===== src/rtl/core/rbma_pkg.sv =====
// Shared types, codes, widths and arithmetic helpers of the rectangle blit core.
package rbma_pkg;

  localparam int MAX_DIM_DEF = 64;

  localparam int CFG_W   = 7;
  localparam int CFG_IDX_W = 2;
  localparam int COORD_W = 6;
  localparam int RGBA_W  = 32;
  localparam int RECT_W  = 8;
  localparam int SIZE_W  = 7;
  localparam int CNT_W   = 13;
  localparam int POS_W   = 10;
  localparam int LIN_W   = 14;

  localparam logic [1:0] REQ_WR_SRC = 2'd0;
  localparam logic [1:0] REQ_WR_DST = 2'd1;
  localparam logic [1:0] REQ_BLIT   = 2'd2;
  localparam logic [1:0] REQ_RD_DST = 2'd3;

  localparam logic [CFG_IDX_W-1:0] CFG_SRC_WIDTH  = 2'd0;
  localparam logic [CFG_IDX_W-1:0] CFG_SRC_HEIGHT = 2'd1;
  localparam logic [CFG_IDX_W-1:0] CFG_DST_WIDTH  = 2'd2;
  localparam logic [CFG_IDX_W-1:0] CFG_DST_HEIGHT = 2'd3;

  localparam logic [CFG_W-1:0] SRC_WIDTH_RST  = 7'd64;
  localparam logic [CFG_W-1:0] SRC_HEIGHT_RST = 7'd64;
  localparam logic [CFG_W-1:0] DST_WIDTH_RST  = 7'd16;
  localparam logic [CFG_W-1:0] DST_HEIGHT_RST = 7'd32;

  localparam logic [7:0] ALPHA_MIN    = 8'd3;
  localparam logic [7:0] ALPHA_OPAQUE = 8'd255;

  typedef struct packed {
    logic [1:0]               req_type;
    logic [COORD_W-1:0]       pixel_x;
    logic [COORD_W-1:0]       pixel_y;
    logic [RGBA_W-1:0]        pixel_rgba;
    logic signed [RECT_W-1:0] rect_src_x;
    logic signed [RECT_W-1:0] rect_src_y;
    logic [SIZE_W-1:0]        rect_width;
    logic [SIZE_W-1:0]        rect_height;
    logic signed [RECT_W-1:0] rect_dst_x;
    logic signed [RECT_W-1:0] rect_dst_y;
    logic                     mirror_flag;
    logic                     blend_flag;
  } req_t;

  typedef struct packed {
    logic [RGBA_W-1:0] read_rgba;
    logic [CNT_W-1:0]  pixels_written;
    logic              in_range;
  } rsp_t;

  // Exact floor(v / 255) for every v below 255 * 256.
  function automatic logic [7:0] div255(input logic [15:0] v);
    logic [16:0] t;
    t = {1'b0, v} + {9'd0, v[15:8]} + 17'd1;
    return t[15:8];
  endfunction

endpackage


===== src/rtl/core/rbma_blend.sv =====
// Alpha blend stage: registers weighted channel sums, then scales them by 1/255.
module rbma_blend #(
  parameter int AW = 12
) (
  input  logic          clk,
  input  logic          rst,
  input  logic          in_valid,
  input  logic [AW-1:0] in_addr,
  input  logic [31:0]   src,
  input  logic [31:0]   dst,
  output logic          out_valid,
  output logic [AW-1:0] out_addr,
  output logic [31:0]   out_data
);

  logic [7:0]  alpha;
  logic [7:0]  alpha_inv;
  logic [15:0] sum_next [3];
  logic [15:0] sum [3];

  assign alpha     = src[31:24];
  assign alpha_inv = rbma_pkg::ALPHA_OPAQUE - alpha;

  always_comb begin
    for (int c = 0; c < 3; c++) begin
      sum_next[c] = ({8'd0, src[c*8 +: 8]} * {8'd0, alpha})
                  + ({8'd0, dst[c*8 +: 8]} * {8'd0, alpha_inv});
    end
  end

  always_ff @(posedge clk) begin
    if (rst) begin
      out_valid <= 1'b0;
    end else begin
      out_valid <= in_valid && (alpha >= rbma_pkg::ALPHA_MIN);
    end
  end

  always_ff @(posedge clk) begin
    out_addr <= in_addr;
    for (int c = 0; c < 3; c++) begin
      sum[c] <= sum_next[c];
    end
  end

  assign out_data = {rbma_pkg::ALPHA_OPAQUE, rbma_pkg::div255(sum[2]),
                     rbma_pkg::div255(sum[1]), rbma_pkg::div255(sum[0])};

endmodule


===== config.mk =====
export PLATFORM = sky130hd
export DESIGN_NAME = rbma_blend
export DESIGN_NICKNAME = d
export VERILOG_FILES = /design/src/rtl/core/rbma_pkg.sv /design/src/rtl/core/rbma_blend.sv
export SDC_FILE = /design/constraint.sdc
export NUM_CORES = 1
export LEC_CHECK = 0
export ABC_AREA = 1
export BUFFER_PORTS_ARGS = -buffer_cell sky130_fd_sc_hd__buf_2
export CAP_MARGIN = 5
export CELL_PAD_IN_SITES_DETAIL_PLACEMENT = 1
export CELL_PAD_IN_SITES_GLOBAL_PLACEMENT = 1
export CORE_MARGIN = 3
export CORE_UTILIZATION = 47
export CTS_BUF_LIST = sky130_fd_sc_hd__clkbuf_8
export DETAILED_ROUTE_END_ITERATION = 8
export GPL_TIMING_DRIVEN = 1
export PLACE_DENSITY_LB_ADDON = 0.1
export REMOVE_ABC_BUFFERS = 1
export SYNTH_ARGS = -nofsm -noshare
export SYNTH_HDL_FRONTEND = slang
export SYNTH_SLANG_ARGS = --single-unit

===== constraint.sdc =====
create_clock -name clk -period 6.7 [get_ports clk]
set_input_delay 1.005 -clock clk [delete_from_list [all_inputs] [get_ports clk]]
set_output_delay 1.005 -clock clk [all_outputs]
set_load 0.05 [all_outputs]

==> results.yml, run 1 <==
global_routing:
  grt_pass1_wl_mm: 78.3
  grt_pass1_vias: 15992
  antenna_found_initial: 2
  grt_max_degree: 47
  gr-total-overflow: 0
  grt_usage_pct: 25.2
clocking:
  cts_buffers: 9
  cts_sinks: 61
  clk_path_buf_depth: 2
  post_cts.repair.setup_buffers: 0
  cts_hold_buf: 0
  clk_pin_slew_ps: 80
  post_cts_resized: 0
  ctsHtreeMaxLevel: 3
  root_buffer: "clkbuf_8"
  cts_tree: "yes"
yosys:
  synth_seq_cells: 61
  synth.most_common_cell: "inv_1"
  yosys_warnings: 0
  synth_top_area_share_pct: 34.2
  seq_area_frac_synth_pct: 7.24
  yosysTopAreaCell: "fa_1"
  yosys-top-cells-count: "711 x inv_1, 600 x nand2_1, 288 x fa_1"
  synth-edff-count: 0
  syn_area_mm2: 0.0169
  syn_area_per_cell_um2: 7.15
  synthTopCellsByArea: "fa_1 34%, inv_1 16%, ha_1 15%"
  synth.distinct_cells: 32
  ys_dominant_reg_cell: "dfxtp_1"
  async_flop_share_pct: 0
  syn_inst: 2360
floorplanning:
  start_util_pct: 48.2
  fp.dieW_um: 195
  chipHeight_um: 195
  rows: 68
  dieArea_mm2: 0.0382
  ios: 124
  core_area_mm2: 0.0350
drt:
  via_per_inst: 4.91
  drcViolationCount: 0
  avgRoutedWirePerCell_um: 15.8
  ant_nets: 0
  dr.pass1.iters: 4
  totalWireLength_mm: 45.8
  vias: 14213
  drt-initial-drc-count: 516
run_status:
  status: "finished clean"
cells_and_area:
  stdcell_count: 2892
  fillCellCount: 4589
  final_util_pct: 51.5
  area_growth_pct: 6.84
  drive_gt1_share_pct: 6.53
  finalNetCount: 3004
sta:
  max_freq_ghz: 0.170
  relSlewSlack_pct: 50.8
  setup_viol: 0
  tightest_slew_ps: 739
  fin_crit_sh_pct: 88.0
  finalSetupTns_ps: 0
  rsz0062_at_grt: "false"
  hold_viol_final: 0
  drv_slew: 0
  timing.hold.ws_ps: 733
  period_needed_ps: 5900
placement:
  numPortBuffers: 107
  dp_hpwl_mm: 39.2
  gp_congestion: 0.916
  dp.cells: 2874
setup_path:
  slowest_stage: "buf_2"
  path_common_cell: "fa_1"
  cp-end-kind: "register"
  crit_type: "input port to register"
  arrival_ps: 6160
  worstPathRequired_ps: 6960
  crit_chain: "buf_2 -> buf_4 -> nand2_1 -> fa_1 -> fa_1 -> inv_1 -> fa_1 -> fa_1 -> fa_1 -> inv_1 -> fa_1 -> inv_1 -> ha_1 -> a21oi_1 -> nor2_1 -> nor2_1 -> nand3_1 -> nand2_1 -> nand2_1"
  start_kind: "input port"
  crit_start: "src[25]"
  critPathMaxStageDelay_ps: 560
  crit_path_end: "sum[0][28]"
  cp_max_fo: 25
job:
  cap_violations: 0
hold_path:
  hold_path.class: "input port to register"
[area by class of cell]
cell class                      instances  area, um^2  area share [%]
Inverter                              714        2680            14.9
Antenna cell                            2        5.00          0.0278
Sequential cell                        61        1220            6.77
Timing Repair Buffer                  122         711            3.94
Tap cell                              455         569            3.16
Multi-Input combinational cell       1522       12700            70.2
Clock buffer                            9         124           0.687
Clock inverter                          7        50.0           0.278
[state kept, by name (all words and copies together), names as in the netlist]
| register | cells |
|---|---|
| sum | 48 |
| out_addr | 12 |
| out_valid | 1 |
[stage by stage]
stage / instance area [um^2] / worst slack (ps)
2_1_floorplan: 16600 / 1440
3_3_place_gp: 17800 / 482
3_5_place_dp: 17800 / 421
4_1_cts: 18000 / 845
5_1_grt: 18000 / 523
6_report: 18000 / 801
[metal layers]
layer  part of all wire, %  wire length, um  track usage (%)  up-vias
met3                   3.9             1810             3.35       49
met4                   1.7              801             5.73        0
met2                    51            23200             45.1      224
met1                    44            20100             32.6     7108
li1                      -                -                -     6832
met5                     0                0                0        -
[how the worst min path moves through the flow]
stage | start | to | slack [ps] | cells after the start
3_3_place_gp | in_addr[8] | out_addr[8] | 1110 | 1
6_report | in_addr[2] | out_addr[2] | 730 | 1
4_1_cts | in_addr[2] | out_addr[2] | 700 | 1
5_1_grt | in_addr[2] | out_addr[2] | 710 | 1
2_1_floorplan | in_addr[0] | out_addr[0] | 1030 | 0
3_5_place_dp | in_addr[7] | out_addr[7] | 1110 | 1
[worst max-delay path, delay by kind of cell]
family                   cells  cell delay (ps)
AO/OA/AOI/OAI                1              210
adder cells (fa/ha/maj)      7             3380
buffers and inverters        5              980
AND/OR/NAND/NOR              6              550
[cell usage in the layout (no fill, tap or decap), drive strengths merged, types with 15 or more instances in the layout]
cell	instances
ha	207
nand2	610
a21oi	32
nand3	76
inv	713
nor2	214
nand4	15
fa	288
dfxtp	61
buf	122
[logic make-up after synthesis]
group / count (synthesis) / synth area share [%]
and+or+nand+nor: 940 / 22.3
buffers and inverters: 786 / 17.9
adders and majority gates: 495 / 49.5
DFF: 61 / 7.24
AOI/OAI and AO/OA: 52 / 1.70
xor gates and xnor gates: 24 / 1.25
other: 2 / 0.0445
Power of run 1 is left out: the tool's default activity adds up to more than one toggle a clock period on the data nets, which glitch-free logic cannot reach.
==> run 2: changes to the inputs <==
- RECOVER_POWER: not set -> 25
==> results.yml, run 2 (synthesized netlist as in run 1, its figures left out) <==
run_status:
  status: "finished clean"
clocking:
  clk_pin_slew_ps: 80
  cts_buffers: 9
  cts_hold_buf: 0
  post_cts.repair.setup_buffers: 0
  root_buffer: "clkbuf_8"
  ctsHtreeMaxLevel: 3
  cts_tree: "yes"
  cts_sinks: 61
  clk_path_buf_depth: 2
  post_cts_resized: 0
drt:
  via_per_inst: 4.92
  avgRoutedWirePerCell_um: 15.8
  vias: 14220
  drt-initial-drc-count: 521
  totalWireLength_mm: 45.8
  ant_nets: 0
  drcViolationCount: 0
  dr.pass1.iters: 4
global_routing:
  gr-total-overflow: 0
  grt_usage_pct: 25.2
  grt_busiest_layer: "met2"
  grt_max_degree: 47
  antenna_found_initial: 2
  grt_use_met3_pct: 3.35
  use_met1_pct: 32.6
  use_met2_pct: 45.1
  grt_pass1_wl_mm: 78.3
  grt_pass1_vias: 15992
floorplanning:
  ios: 124
  fp.dieW_um: 195
  core_area_mm2: 0.0350
  rows: 68
  dieArea_mm2: 0.0382
  chipHeight_um: 195
  start_util_pct: 48.2
cells_and_area:
  largest_reg_flops: 48
  layout.cells.most_common: "inv_1"
  biggestRegsByFlops: "sum: 48 flops, out_addr: 12 flops, out_valid: 1 flops"
  multi_input_area_mm2: 0.0127
  area_growth_pct: 6.76
  finalNetCount: 3004
  fillCellCount: 4590
  final_cell_mix: "711 x inv_1, 600 x nand2_1, 288 x fa_1"
  final_util_pct: 51.5
  design_area_mm2: 0.0180
  drive_gt1_share_pct: 6.12
  seq_area_mm2: 0.00122
  top_register: "sum"
setup_path:
  crit_type: "input port to register"
  path_buf_inv: 5
  arrival_ps: 6150
  worstPathRequired_ps: 6960
  cp-end-kind: "register"
  cp_max_fo: 25
  path_common_cell: "fa_1"
  critPathMaxStageDelay_ps: 560
  critPathTopFamily: "adder cells"
  slowest_stage: "buf_2"
  start_kind: "input port"
  crit_chain: "buf_2 -> buf_4 -> nand2_1 -> fa_1 -> fa_1 -> inv_1 -> fa_1 -> fa_1 -> fa_1 -> inv_1 -> fa_1 -> inv_1 -> ha_1 -> a21oi_1 -> nor2_1 -> nor2_1 -> nand3_1 -> nand2_1 -> nand2_1"
sta:
  drv_slew: 0
  period_needed_ps: 5890
  tightest_slew_ps: 736
  finalSetupTns_ps: 0
  max_freq_ghz: 0.170
  hold_viol_final: 0
  setup_viol: 0
  rsz0062_at_grt: "false"
  fin_crit_sh_pct: 87.9
  relSlewSlack_pct: 50.9
job:
  cap_violations: 0
hold_path:
  hold_path.class: "input port to register"
placement:
  placed_area_mm2: 0.0178
  dp_hpwl_mm: 39.2
  gp_congestion: 0.916
  numPortBuffers: 107
run 2: area by class of cell:
type	count	share of cell area, %
Clock buffer	9	0.688
Sequential cell	61	6.78
Inverter	714	14.9
Multi-Input combinational cell	1522	70.3
Timing Repair Buffer	122	3.88
Antenna cell	2	0.0278
Tap cell	455	3.16
Clock inverter	7	0.278
run 2: path summary, 6_finish.rpt:
| kind | startpoint | end | slack (ps) | depth (start not counted) |
|---|---|---|---|---|
| worst min-delay path | in_addr[2] | out_addr[2] | 730 | 1 |
| worst max-delay path | src[25] | sum[0][28] | 810 | 19 |
run 2: through the flow:
stage	worst slack, ps	hold slack (ps)	cells
global route	523	709	2892
floorplan	1440	1030	2297
CTS	845	697	2890
global placement	482	1110	2874
finish	808	733	2892
detailed placement	421	1110	2874
run 2: metal layers:
layer	up-vias	share of wire [%]
met2	257	51
li1	6829	-
met3	44	4.5
met1	7090	43
met5	-	0
met4	0	1.6
Power of run 2 is left out for the same reason.
